[config.mk]
export PLATFORM = sky130hd
export DESIGN_NAME = sample_frame_serializer_crc16
export DESIGN_NICKNAME = d
export VERILOG_FILES = /design/src/hw/rtl/sfs_pkg.sv /design/src/hw/rtl/sfs_framer.sv /design/src/hw/rtl/sfs_serializer.sv /design/src/hw/rtl/sample_frame_serializer_crc16.sv
export VERILOG_INCLUDE_DIRS = /design/src /design/src/hw/rtl
export SDC_FILE = /design/constraint.sdc
export NUM_CORES = 1
export LEC_CHECK = 0
export ABC_AREA = 1
export BUFFER_PORTS_ARGS = -buffer_cell sky130_fd_sc_hd__buf_2
export CORE_MARGIN = 2
export CORE_UTILIZATION = 55
export CTS_BUF_LIST = sky130_fd_sc_hd__clkbuf_4 sky130_fd_sc_hd__clkbuf_8
export DETAILED_ROUTE_END_ITERATION = 12
export PLACE_DENSITY = 0.77
export SLEW_MARGIN = 10
export SYNTH_ARGS = -nofsm -noshare
export SYNTH_HDL_FRONTEND = slang
export SYNTH_SLANG_ARGS = --single-unit
[constraint.sdc]
create_clock -name clock -period 9.37 [get_ports clock]
set_input_delay 0.937 -clock clock [delete_from_list [all_inputs] [get_ports clock]]
set_output_delay 0.937 -clock clock [all_outputs]
set_load 0.01 [all_outputs]
[src/hw/rtl/assert_macros.svh]
// ---------------------------------------------------------------------------
// Assertion macros
// Shared concurrent assertion forms; define ASSERT_OFF to compile them out.
// ---------------------------------------------------------------------------
`ifndef ASSERT_MACROS_SVH
`define ASSERT_MACROS_SVH

`ifndef ASSERT_OFF

// Same-cycle implication
`define ASSERT_IMPL(label, clk, rst, ante, cons) \
   label: assert property (@(posedge clk) disable iff (rst) (ante) |-> (cons)) \
      else $error("same-cycle implication failed");

// Next-cycle implication
`define ASSERT_NEXT(label, clk, rst, ante, cons) \
   label: assert property (@(posedge clk) disable iff (rst) (ante) |=> (cons)) \
      else $error("next-cycle implication failed");

`else

`define ASSERT_IMPL(label, clk, rst, ante, cons)
`define ASSERT_NEXT(label, clk, rst, ante, cons)

`endif

`endif

[src/hw/rtl/sfs_pkg.sv]
// ---------------------------------------------------------------------------
// Sample frame serializer package
// Widths, codes, packet type and CRC/hex helpers shared by the block.
// ---------------------------------------------------------------------------
`default_nettype none

package sfs_pkg;

   localparam int COUNT_W  = 20;
   localparam int SAMPLE_W = 16;
   localparam int BYTE_W   = 8;

   // Largest number of bytes one transaction can produce
   localparam int PKT_DEPTH = 10;
   localparam int PKT_IDX_W = $clog2(PKT_DEPTH);

   localparam int MAX_SAMPLES_DEFAULT = 50000;

   // Action codes
   localparam logic ACT_START  = 1'b0;
   localparam logic ACT_SAMPLE = 1'b1;

   // Output mode codes
   localparam logic MODE_BINARY = 1'b0;
   localparam logic MODE_HEX    = 1'b1;

   localparam logic [15:0] CRC_POLY = 16'h1021;
   localparam logic [15:0] CRC_INIT = 16'hFFFF;

   localparam logic [BYTE_W-1:0] HEADER_TOP = 8'hF0;
   localparam logic [BYTE_W-1:0] CHAR_CR    = 8'h0D;
   localparam logic [BYTE_W-1:0] CHAR_LF    = 8'h0A;
   localparam logic [BYTE_W-1:0] CHAR_SPACE = 8'h20;
   localparam logic [BYTE_W-1:0] CHAR_ZERO  = 8'h30;
   localparam logic [BYTE_W-1:0] CHAR_ALPHA = 8'h37;

   // Bytes of one transaction, byte 0 goes out first
   typedef struct packed {
      logic [PKT_DEPTH-1:0][BYTE_W-1:0] data;
      logic [PKT_DEPTH-1:0]             last;
      logic [PKT_DEPTH-1:0]             done;
      logic                             status;
      logic [PKT_IDX_W-1:0]             count;
   } pkt_type;

   // One byte of CRC-16/CCITT-FALSE, MSB first
   function automatic logic [15:0] crc_byte(input logic [15:0] crc,
                                            input logic [BYTE_W-1:0] data);
      logic [15:0] c;
      c = crc ^ {data, 8'h00};
      for (int i = 0; i < 8; i++) begin
         c = c[15] ? ((c << 1) ^ CRC_POLY) : (c << 1);
      end
      return c;
   endfunction

   // Uppercase hex character of one nibble
   function automatic logic [BYTE_W-1:0] hex_char(input logic [3:0] nib);
      return (nib < 4'd10) ? (CHAR_ZERO + {4'h0, nib}) : (CHAR_ALPHA + {4'h0, nib});
   endfunction

   // Four hex characters and a space, element 0 first on the link
   function automatic logic [4:0][BYTE_W-1:0] hex_word(input logic [SAMPLE_W-1:0] w);
      logic [4:0][BYTE_W-1:0] b;
      b[0] = hex_char(w[15:12]);
      b[1] = hex_char(w[11:8]);
      b[2] = hex_char(w[7:4]);
      b[3] = hex_char(w[3:0]);
      b[4] = CHAR_SPACE;
      return b;
   endfunction

endpackage

`default_nettype wire

[src/hw/rtl/sfs_framer.sv]
// ---------------------------------------------------------------------------
// Frame builder
// Holds the frame state and turns one registered item into a byte packet.
// ---------------------------------------------------------------------------
`default_nettype none

module sfs_framer
   import sfs_pkg::*;
#(
   parameter int MAX_SAMPLES = MAX_SAMPLES_DEFAULT
) (
   input  wire logic                clock,
   input  wire logic                reset,
   input  wire logic                fire,
   input  wire logic                output_mode,
   input  wire logic                action,
   input  wire logic [COUNT_W-1:0]  sample_count,
   input  wire logic [SAMPLE_W-1:0] sample_value,
   output      pkt_type             pkt,
   output      logic                pkt_valid
);

   logic [15:0]        crc_ff, crc_in;
   logic [COUNT_W-1:0] left_ff, left_in;
   logic               open_ff, open_in;

   logic [15:0]        crc_next;
   logic [COUNT_W-1:0] left_dec;
   logic               bad_count;

   assign crc_next  = crc_byte(crc_byte(crc_ff, sample_value[15:8]), sample_value[7:0]);
   assign left_dec  = left_ff - COUNT_W'(1);
   assign bad_count = (sample_count == '0) || (sample_count > COUNT_W'(MAX_SAMPLES));

   // Build the packet and the next frame state
   always_comb begin
      pkt     = '0;
      crc_in  = crc_ff;
      left_in = left_ff;
      open_in = open_ff;
      if (action == ACT_START) begin
         crc_in = CRC_INIT;
         if (bad_count) begin
            open_in       = 1'b0;
            left_in       = '0;
            pkt.status    = 1'b1;
            pkt.last[0]   = 1'b1;
            pkt.count     = PKT_IDX_W'(1);
         end else begin
            open_in = 1'b1;
            left_in = sample_count;
            if (output_mode == MODE_HEX) begin
               pkt.data[0] = CHAR_CR;
               pkt.data[1] = CHAR_LF;
               pkt.last[1] = 1'b1;
               pkt.count   = PKT_IDX_W'(2);
            end else begin
               pkt.data[0] = HEADER_TOP | {4'h0, sample_count[19:16]};
               pkt.data[1] = sample_count[15:8];
               pkt.data[2] = sample_count[7:0];
               pkt.last[2] = 1'b1;
               pkt.count   = PKT_IDX_W'(3);
            end
         end
      end else if (open_ff) begin
         if (left_dec != '0) begin
            // Middle of frame: the sample alone
            crc_in  = crc_next;
            left_in = left_dec;
            if (output_mode == MODE_HEX) begin
               pkt.data[4:0] = hex_word(sample_value);
               pkt.last[4]   = 1'b1;
               pkt.count     = PKT_IDX_W'(5);
            end else begin
               pkt.data[1:0] = {sample_value[7:0], sample_value[15:8]};
               pkt.last[1]   = 1'b1;
               pkt.count     = PKT_IDX_W'(2);
            end
         end else begin
            // Last sample: the sample, then the CRC, then close the frame
            crc_in  = CRC_INIT;
            left_in = '0;
            open_in = 1'b0;
            if (output_mode == MODE_HEX) begin
               pkt.data[4:0] = hex_word(sample_value);
               pkt.data[9:5] = hex_word(crc_next);
               pkt.last[9]   = 1'b1;
               pkt.done[9]   = 1'b1;
               pkt.count     = PKT_IDX_W'(10);
            end else begin
               pkt.data[1:0] = {sample_value[7:0], sample_value[15:8]};
               pkt.data[3:2] = {crc_next[7:0], crc_next[15:8]};
               pkt.last[3]   = 1'b1;
               pkt.done[3]   = 1'b1;
               pkt.count     = PKT_IDX_W'(4);
            end
         end
      end
   end

   assign pkt_valid = fire && (pkt.count != '0);

   // Advance frame state on each processed item
   always_ff @(posedge clock) begin
      if (reset) begin
         crc_ff  <= CRC_INIT;
         left_ff <= '0;
         open_ff <= 1'b0;
      end else if (fire) begin
         crc_ff  <= crc_in;
         left_ff <= left_in;
         open_ff <= open_in;
      end
   end

endmodule

`default_nettype wire

[src/hw/rtl/sfs_serializer.sv]
// ---------------------------------------------------------------------------
// Byte serializer
// Holds one packet and sends its bytes one per transaction on the result side.
// ---------------------------------------------------------------------------
`default_nettype none

module sfs_serializer
   import sfs_pkg::*;
(
   input  wire logic              clock,
   input  wire logic              reset,
   input  wire pkt_type           pkt,
   input  wire logic              pkt_valid,
   output      logic              pkt_free,
   output      logic              rsp_valid,
   input  wire logic              rsp_stall,
   output      logic [BYTE_W-1:0] rsp_out_byte,
   output      logic              rsp_status,
   output      logic              rsp_last,
   output      logic              rsp_frame_done
);

   pkt_type              pkt_ff;
   logic                 valid_ff, valid_in;
   logic [PKT_IDX_W-1:0] idx_ff, idx_in;
   logic                 take, fin;

   assign take     = valid_ff && !rsp_stall;
   assign fin      = take && (idx_ff == pkt_ff.count - PKT_IDX_W'(1));
   assign pkt_free = !valid_ff || fin;

   // Load a new packet when the held one is gone, else step through it
   always_comb begin
      valid_in = valid_ff;
      idx_in   = idx_ff;
      if (pkt_free) begin
         valid_in = pkt_valid;
         idx_in   = '0;
      end else if (take) begin
         idx_in = idx_ff + PKT_IDX_W'(1);
      end
   end

   always_ff @(posedge clock) begin
      if (reset) begin
         valid_ff <= 1'b0;
         idx_ff   <= '0;
      end else begin
         valid_ff <= valid_in;
         idx_ff   <= idx_in;
      end
   end

   // Packet payload, no reset needed
   always_ff @(posedge clock) begin
      if (pkt_free && pkt_valid) begin
         pkt_ff <= pkt;
      end
   end

   assign rsp_valid      = valid_ff;
   assign rsp_out_byte   = pkt_ff.data[idx_ff];
   assign rsp_status     = pkt_ff.status;
   assign rsp_last       = pkt_ff.last[idx_ff];
   assign rsp_frame_done = pkt_ff.done[idx_ff];

endmodule

`default_nettype wire

[src/hw/rtl/sample_frame_serializer_crc16.sv]
// ---------------------------------------------------------------------------
// Sample frame serializer with CRC-16
// Frames a dump of 16-bit samples into binary or hex bytes with a CRC trailer.
// ---------------------------------------------------------------------------
// Usage:
//   req_* carries one item: a start (req_action = 0, req_sample_count) or a
//   sample (req_action = 1, req_sample_value). rsp_* carries one frame byte
//   per transaction with status, last and frame_done flags. csr_* writes the
//   output mode (0 binary, 1 hex); csr_ready is always high, write it only
//   while the block is idle.
//   An item passes through the input register and then the packet register
//   before its first byte is valid on rsp_*. While rsp_stall is low the
//   serializer sends one byte per cycle. An item has 2 (binary) or 5 (hex)
//   bytes for a sample, 4 or 10 for the last sample with its CRC, 3 or 2 for
//   a header and 1 for a rejected start; an ignored sample yields no bytes
//   and only passes through the input register. One further item is taken
//   into the input register while earlier bytes drain.
//   Reset clears the mode to binary and closes any open frame.
//   A stall on rsp_* holds the current byte; the packet register then fills
//   and req_stall rises once the input register is also occupied.
// ---------------------------------------------------------------------------
`default_nettype none

`include "assert_macros.svh"

module sample_frame_serializer_crc16
   import sfs_pkg::*;
#(
   parameter int MAX_SAMPLES = MAX_SAMPLES_DEFAULT
) (
   input  wire logic                clock,
   input  wire logic                reset,
   input  wire logic                req_valid,
   output      logic                req_stall,
   input  wire logic                req_action,
   input  wire logic [COUNT_W-1:0]  req_sample_count,
   input  wire logic [SAMPLE_W-1:0] req_sample_value,
   output      logic                rsp_valid,
   input  wire logic                rsp_stall,
   output      logic [BYTE_W-1:0]   rsp_out_byte,
   output      logic                rsp_status,
   output      logic                rsp_last,
   output      logic                rsp_frame_done,
   input  wire logic                csr_valid,
   output      logic                csr_ready,
   input  wire logic                csr_output_mode
);

   logic                in_valid_ff, in_valid_in;
   logic                in_action_ff;
   logic [COUNT_W-1:0]  in_count_ff;
   logic [SAMPLE_W-1:0] in_sample_ff;
   logic                mode_ff;

   logic                req_accept, fire, pkt_free, pkt_valid;
   pkt_type             pkt;

   // Mode register
   assign csr_ready = 1'b1;

   always_ff @(posedge clock) begin
      if (reset) begin
         mode_ff <= MODE_BINARY;
      end else if (csr_valid && csr_ready) begin
         mode_ff <= csr_output_mode;
      end
   end

   // Input register: hold while the packet register is busy
   assign fire       = in_valid_ff && pkt_free;
   assign req_stall  = in_valid_ff && !pkt_free;
   assign req_accept = req_valid && !req_stall;

   always_comb begin
      in_valid_in = in_valid_ff;
      if (req_accept) begin
         in_valid_in = 1'b1;
      end else if (fire) begin
         in_valid_in = 1'b0;
      end
   end

   always_ff @(posedge clock) begin
      if (reset) begin
         in_valid_ff <= 1'b0;
      end else begin
         in_valid_ff <= in_valid_in;
      end
   end

   always_ff @(posedge clock) begin
      if (req_accept) begin
         in_action_ff <= req_action;
         in_count_ff  <= req_sample_count;
         in_sample_ff <= req_sample_value;
      end
   end

   sfs_framer #(
      .MAX_SAMPLES (MAX_SAMPLES)
   ) u_framer (
      .clock        (clock),
      .reset        (reset),
      .fire         (fire),
      .output_mode  (mode_ff),
      .action       (in_action_ff),
      .sample_count (in_count_ff),
      .sample_value (in_sample_ff),
      .pkt          (pkt),
      .pkt_valid    (pkt_valid)
   );

   sfs_serializer u_serializer (
      .clock          (clock),
      .reset          (reset),
      .pkt            (pkt),
      .pkt_valid      (pkt_valid),
      .pkt_free       (pkt_free),
      .rsp_valid      (rsp_valid),
      .rsp_stall      (rsp_stall),
      .rsp_out_byte   (rsp_out_byte),
      .rsp_status     (rsp_status),
      .rsp_last       (rsp_last),
      .rsp_frame_done (rsp_frame_done)
   );

   // A rejected start is a single byte that closes nothing
   `ASSERT_IMPL(a_status_alone, clock, reset, rsp_valid && rsp_status, rsp_last && !rsp_frame_done)
   // The frame's final byte also ends its item
   `ASSERT_IMPL(a_done_is_last, clock, reset, rsp_valid && rsp_frame_done, rsp_last)
   // A held item stays in the input register
   `ASSERT_NEXT(a_input_held, clock, reset, req_stall, in_valid_ff)
   // The input register only empties into a free packet register
   `ASSERT_NEXT(a_no_drop, clock, reset, in_valid_ff && !pkt_free, in_valid_ff)

endmodule

`default_nettype wire

======== Word-level counts from Yosys, hierarchy flattened ========
Index checks and enable logic that the tools add are counted.
cells by class
  $add $sub $neg .......................... 19
  $mul .................................... 0
  divide/modulo/power cells ............... 0
  order comparisons ....................... 10
  equal/unequal tests ..................... 2
  shift-type cells ........................ 0
  multiplexer cells ....................... 69
  bitwise operators ....................... 22
  reduce and logical (&&, ||, !) cells .... 25
operator list
  cell                     count
  $mux W13                 16
  $add A6 B4 Y7 const A    16
  $mux W16                 5
  $mux W20                 4
  $mux W8                  10
  $mux W24                 2
  $not A3 Y3               16
  $mux W46                 1
  $mux W40                 1
  $bmux W8 S4              1
  $lt A4 B4 Y1 const B     8
  $mux W32                 1
  $xor A16 B16 Y16         2
  $mux W25                 1
  $mux W22                 1
  $gt A20 B16 Y1 const B   1
  $logic_not A20 Y1        1
  $reduce_bool A20 Y1      1
  $sub A20 B1 Y20 const B  1
  $mux W1                  18
  $mux W4                  4
  $bmux W1 S4              2
  $logic_and A1 B1 Y1      7
  $reduce_or A2 Y1         3
  other kinds (16)         24
word-level totals
  flip-flop bits (word level) ............. 172
  bits in latches ......................... 0
  bits in writable memories ............... 0
  ROM bits ................................ 0
  bits of input ports ..................... 43
  logic and storage cells ................. 174
  memories kept ........................... 0

======== Logic depth before layout (Yosys ltp) ========
Gate-level depths: netlist of run 1.
  depth in word-level cells ............... 40
  mapped depth ............................ 23

======== By module ========
A second synthesis of run 1 with hierarchy kept.
second synthesis, totals
  cells, all modules ...................... 1302
  area, all modules ....................... 10687.8 µm²
by module, submodules not included
  module                         times used  cells an instance  area an instance (µm²)  sequential area each (µm²)
  sfs_framer                     1           880                4937.2                  740.7
  sfs_serializer                 1           369                4535.6                  3253.1
  sample_frame_serializer_crc16  1           53                 1214.9                  1151.1

======== Worst setup path before layout of run 1 ========
Ideal clock, no wire load.
  path type ............................... flip-flop to flip-flop
  start ................................... reg u_framer.left_ff[0]
  end ..................................... reg u_serializer.pkt_ff[0] (netlist name) (enable)
  library setup time ...................... 0.526 ns
  data arrival time ....................... 5.875 ns
  slack ................................... 2.969 ns
  stages on the path, launching flop included .. 16
  cell sequence ........................... dfxtp_1 > inv_1 > ha_1 > buf_2 > nand2_4 > nor2_8 > nand2_1 > xor2_1 > nand3_1 > nor3_2 > nand2_2 > ha_1 > or2_2 > nand2_1 > nor2_1 > a21oi_1
RTL lines
  element                   RTL line              source
  start: declaration        sfs_framer.sv:24      logic [COUNT_W-1:0] left_ff, left_in;
  start signal: assignment  sfs_framer.sv:111     left_ff <= left_in;
  end signal: assignment    sfs_serializer.sv:57  pkt_ff <= pkt;
  end: declaration          sfs_serializer.sv:23  pkt_type pkt_ff;

======== Worst setup path in the final report of run 1 ========
  start ................................... reg u_serializer.idx_ff[0]
  end ..................................... out rsp_out_byte[1]
on the way
  longest elaborated chain between the ends .. 2
RTL lines
  element                        RTL line                             source
  start: declaration             sfs_serializer.sv:25                 logic [PKT_IDX_W-1:0] idx_ff, idx_in;
  start signal: assignment       sfs_serializer.sv:50                 idx_ff <= idx_in;
  $bmux W8 S4                    sfs_serializer.sv:62                 assign rsp_out_byte = pkt_ff.data[idx_ff];
  $mux W8 (implied by the code)  sfs_serializer.sv:62
  end: declaration               sample_frame_serializer_crc16.sv:40  output logic [BYTE_W-1:0] rsp_out_byte,
Every way passes these cells. The select of a mux whose other input is x is not followed.

==> results of run 1 <==
==> worst max-delay path: stages (launching register included) <==
cell and delay (ns):
dfxtp_1 0.78, inv_1 0.50, nor2_1 0.99, o2bb2ai_1 0.23, a211oi_1 0.08, o31ai_1 0.25
buf_2 0.17
==> kinds of logic (layout without fill, tap and decap cells) <==
logic type / after synthesis / count (layout) / synth area share
simple gates: 599 / 599 / 0.283
flops: 153 / 153 / 0.458
other cells: 1 / 1 / 0.000414
compound gates: 185 / 185 / 0.127
buf+inv: 166 / 221 / 0.0726
xor+xnor: 36 / 36 / 0.0385
fa+ha+maj: 15 / 15 / 0.0207
==> per-stage QoR <==
step,hold WS [ns],power (mW),setup WS [ns],utilization
after global placement,0.474,1.24,5.54,0.593
after CTS,0.505,1.75,4.96,0.618
after floorplan,0.461,1.14,2.97,-
after global routing,0.533,1.85,4.68,0.618
final,0.500,1.75,4.96,0.618
after detailed placement,0.480,1.25,5.48,0.593
==> power by group <==
| group | internal, mW | switching, mW | total (mW) |
|---|---|---|---|
| combinational | 0.139 | 0.327 | 0.467 |
| sequential | 0.756 | 0.0292 | 0.785 |
| clock | 0.245 | 0.256 | 0.501 |
| total | 1.14 | 0.613 | 1.75 |
==> layer usage <==
metal / GRT usage / wire (um) / up-vias
met4: 0.102 / 753 / 0
li1: - / - / 3921
met5: 0 / 0 / -
met2: 0.405 / 10000 / 445
met3: 0.0561 / 2570 / 53
met1: 0.412 / 10300 / 3638
==> registers in the layout, indices dropped and copies added (netlist names), 4 cells and up <==
signal and cells:
u_framer.crc_ff 16, in_sample_ff 16, in_count_ff 20, u_serializer.idx_ff 4, u_serializer.pkt_ff 72, u_framer.left_ff 20
==> final cells by class <==
| cell class | instances | area [um2] |
|---|---|---|
| Fill cell | 1440 | 6120 |
| Multi-Input combinational cell | 836 | 4270 |
| Sequential cell | 153 | 4150 |
| Inverter | 129 | 484 |
| Timing Repair Buffer | 60 | 313 |
| Tap cell | 216 | 270 |
| Clock buffer | 19 | 249 |
| Clock inverter | 13 | 144 |
==> cell usage in the layout (no fill, tap or decap), types with 11 or more instances in the layout <==
master,netlist,layout
nand2_1,342,342
xor2_1,21,21
dfxtp_1,44,44
buf_2,10,55
ha_1,15,15
o21ai_0,44,44
inv_1,123,123
clkbuf_8,0,17
a21oi_2,13,13
nand3_1,86,86
nand2_2,14,14
xnor2_1,12,12
edfxtp_1,109,109
o211ai_1,16,16
nor2_1,107,107
a211oi_1,11,11
nor3_1,12,12
a21oi_1,59,58
==> final timing paths <==
| kind | from | to | slack (ns) | cells after the start |
|---|---|---|---|---|
| worst max register to register | u_framer.left_ff[0] | u_serializer.pkt_ff[91] | 5.48 | 16 |
| worst min register to register | u_framer.crc_ff[6] | u_framer.crc_ff[6] | 0.50 | 2 |
| worst min-delay path | u_framer.crc_ff[6] | u_framer.crc_ff[6] | 0.50 | 2 |
| worst max-delay path | u_serializer.idx_ff[0] | rsp_out_byte[1] | 4.96 | 6 |
==> impl_metrics.json, run 1 <==
{
  "n_antenna_cell": 0,
  "fmax_ghz": 0.227,
  "fin_crit_sh": 0.471,
  "hpwl_mm": 17.8,
  "gp_congestion": 1.01,
  "setup_viol": 0,
  "drv_slew": 0,
  "crit_type": "flop to output pin",
  "cts_tree": "built",
  "cts.clk_slew.worst_paths_ns": 0.08,
  "synth_cells": 1155,
  "tightestPinTransition_ns": 1.21,
  "synth_most_common_cell": "nand2_1",
  "cts_setup_buffers": 0,
  "synthTopCellsByCount": "nand2_1, inv_1, edfxtp_1, nor2_1, nand3_1",
  "drt_iter0_drc": 867,
  "root_buffer": "clkbuf_8",
  "synth_seq_cells": 153,
  "synth_area_um2": 9070,
  "synthDistinctLibCells": 48,
  "placementRows": 46,
  "startpoint_type": "flop",
  "p_leak_nw": 4.33,
  "grt_overflow": 0,
  "max_cap_violations": 0,
  "worstPathArrival_ns": 3.48,
  "hp-class": "flop to flop",
  "detail_route.vias_per_cell": 5.65,
  "yosysTopAreaCell": "edfxtp_1",
  "placed_cells": 1394,
  "grt_pass1_wl_mm": 37.9,
  "cts_buffers": 17,
  "die_area_um2": 17500,
  "area_growth_pct": 8.97,
  "yosys-top-cells-area": "edfxtp_1, nand2_1, dfxtp_1",
  "fin_skew_ns": 0.00951,
  "final_area_um2": 9880,
  "min_period_ns": 4.41,
  "peakVddDrop_v": 0.000112,
  "layout.cells.non_filler": 1426,
  "seq_area_frac_synth": 0.458,
  "endpoint_kind": "output pin",
  "worst-path-max-fanout": 22,
  "die_w_um": 132,
  "layout-drive-gt1-share": 0.122,
  "dr.pass1.iters": 6,
  "grt_max_degree": 73,
  "drc": 0,
  "nNetsFinal": 1255,
  "routed_wl_mm": 23.7,
  "cts_hold_buf": 0,
  "numPortBuffers": 55,
  "grt_setup_unrepaired": "no",
  "synth-warning-count": 0,
  "start_util": 0.567,
  "cts_buffer_depth": 2,
  "final_hold_viol_count": 0,
  "final_antenna_net_count": 0,
  "synthFlopType": "edfxtp_1",
  "cts_resized": 0,
  "die_h_um": 132,
  "outcome": "complete, no violations",
  "grt_pass1_vias": 7207,
  "io_pins": 57,
  "synth_edf_count": 109,
  "track_usage": 0.278,
  "wl_per_cell_um": 16.6,
  "syn-num-nets": 1213,
  "synth_top_area_frac": 0.361,
  "clkLatencyLatePin_ns": 0.47,
  "antenna_found_initial": 0,
  "postPlaceCellArea_um2": 9490,
  "final.setup.tns_ns": 0,
  "cts.sinks": 153,
  "crit_required_ns": 8.43,
  "vias": 8057,
  "max_slew_margin": 0.192,
  "core_um2": 16000,
  "power.density_nw_per_um2": 177,
  "synth_area_per_cell_um2": 7.85,
  "htreeDepth": 4,
  "synth-async-reset-ratio": 0
}
No activity file was read; power rests on OpenSTA's default activity.
==> inputs of run 2 (changes only) <==
- PLACE_DENSITY: 0.77 -> 0.8
- clock period: 9.37 -> 3.8 ns (I/O delays scaled with it)
==> impl_metrics.json, run 2 (synthesis results as in run 1) <==
{
  "crit_required_ns": 3.92,
  "grt_pass1_vias": 7415,
  "min_period_ns": 3.25,
  "numPortBuffers": 55,
  "cts_hold_buf": 0,
  "hold_slack_ns": 0.0905,
  "tightestPinTransition_ns": 1.17,
  "cts_buffers": 17,
  "startpoint_type": "flop",
  "endpoint_kind": "flop",
  "io_pins": 57,
  "grt_setup_unrepaired": "no",
  "pre_cts_ws_ns": 0.590,
  "placementRows": 46,
  "vias": 8076,
  "die_h_um": 132,
  "fmax_ghz": 0.308,
  "drv_slew": 0,
  "final_antenna_net_count": 0,
  "p_sw_mw": 1.51,
  "root_buffer": "clkbuf_8",
  "power.total_mw": 4.36,
  "fin_crit_sh": 0.854,
  "grt_max_degree": 73,
  "clkLatencyLatePin_ns": 0.46,
  "worst-path-max-fanout": 72,
  "max_slew_margin": 0.220,
  "p_int_mw": 2.85,
  "setup_ws_ns": 0.555,
  "drt_iter0_drc": 967,
  "final_hold_viol_count": 0,
  "cts_resized": 0,
  "cts_tree": "built",
  "routed_wl_mm": 23.9,
  "outcome": "complete, no violations",
  "nNetsFinal": 1266,
  "n_fill_cell": 1422,
  "cts.sinks": 153,
  "cts_buffer_depth": 2,
  "gp_congestion": 0.954,
  "hp-class": "input pin to flop",
  "grt_overflow": 0,
  "power.density_nw_per_um2": 435,
  "dr.pass1.iters": 6,
  "largest_reg_flops": 72,
  "die_w_um": 132,
  "die_area_um2": 17500,
  "core_um2": 16000,
  "wl_per_cell_um": 16.6,
  "cts_setup_buffers": 0,
  "peakVddDrop_v": 0.000346,
  "detail_route.vias_per_cell": 5.62,
  "top_regs": "u_serializer.pkt_ff: 72 flops, in_count_ff: 20 flops, u_framer.left_ff: 20 flops",
  "htreeDepth": 4,
  "fin_skew_ns": 0.0115,
  "layout-drive-gt1-share": 0.137,
  "cts.clk_slew.worst_paths_ns": 0.08,
  "top_register": "u_serializer.pkt_ff",
  "max_cap_violations": 0,
  "worstPathArrival_ns": 3.37,
  "antenna_found_initial": 0,
  "pwr-share-comb": 0.271,
  "grt_pass1_wl_mm": 38.1,
  "track_usage": 0.278,
  "layout_common_cells": "nand2_1, inv_1, edfxtp_1, nor2_1, nand3_1",
  "hpwl_mm": 17.8,
  "start_util": 0.567,
  "p_seq_frac": 0.443,
  "crit_type": "flop to flop",
  "clkPwrFrac": 0.286,
  "swShare": 0.346,
  "drc": 0,
  "p_leak_nw": 4.40,
  "area_growth_pct": 10.5,
  "final_common_cell": "nand2_1",
  "setup_viol": 0,
  "n_antenna_cell": 0
}
-- run 2: changes by cell type in the layout (fill, tap and decap cells not counted), sizes merged --
cell	delta
buf	+11
clkbuf	+3
clkinvlp	+1
inv	-4
-- run 2: worst paths after layout --
| path | from | endpoint | slack [ns] | cells past startpoint |
|---|---|---|---|---|
| setup reg to reg | u_framer.left_ff[5] | u_serializer.pkt_ff[67] | 0.55 | 16 |
| hold reg to reg | u_framer.crc_ff[7] | u_framer.crc_ff[7] | 0.49 | 2 |
| hold / removal | req_sample_count[16] | in_count_ff[16] | 0.09 | 1 |
| setup / recovery | u_framer.left_ff[5] | u_serializer.pkt_ff[67] | 0.55 | 16 |
-- run 2: cell type report --
class                   count  area [um2]  area share
clock buffers              22         278      0.0277
clock inverters            10         123      0.0122
inverters                 129         487      0.0486
multi-input cells         836        4300       0.429
flip-flops and latches    153        4160       0.415
well taps                 216         270      0.0270
repair buffers             71         408      0.0407
-- run 2: power groups by stage --
stage	sequential, mW	combinational, mW	clock (mW)
after floorplan	1.95	0.867	0
after global placement	1.96	1.13	0
after detailed placement	1.97	1.16	0
after CTS	1.93	1.16	1.26
after global routing	1.94	1.33	1.33
final	1.93	1.18	1.25
-- run 2: through the flow --
| step | utilization | cells | setup TNS, ns | area (um2) |
|---|---|---|---|---|
| final | 0.626 | 1437 | 0 | 10000 |
| after global routing | 0.626 | 1437 | 0 | 10000 |
| after CTS | 0.626 | 1437 | 0 | 10000 |
| after detailed placement | 0.601 | 1405 | 0 | 9620 |
| after global placement | 0.601 | 1405 | 0 | 9620 |
| after floorplan | - | 1155 | -0.783 | 9120 |
-- run 2: routing by layer --
layer,track usage,vias to the layer above,wire length (um)
met2,0.428,427,10600
met3,0.0654,42,2490
met5,0,-,0
met4,0.0842,0,514
li1,-,3939,-
met1,0.393,3668,10300
-- run 2: worst max-delay path, stage by stage, from the launching register on --
cell and delay, ns:
dfxtp_1 0.34, nor2_1 0.25, nand2_1 0.16, nor2_2 0.16, nand2_1 0.07, nand2_1 0.05, nand2_1 0.08, nor2_1 0.11
nand3_1 0.09, nor3_2 0.23, nand2_2 0.14, ha_1 0.31, or2_4 0.24, nand2_4 0.08, nor2_4 0.05, a21oi_4 0.17
buf_12 0.35
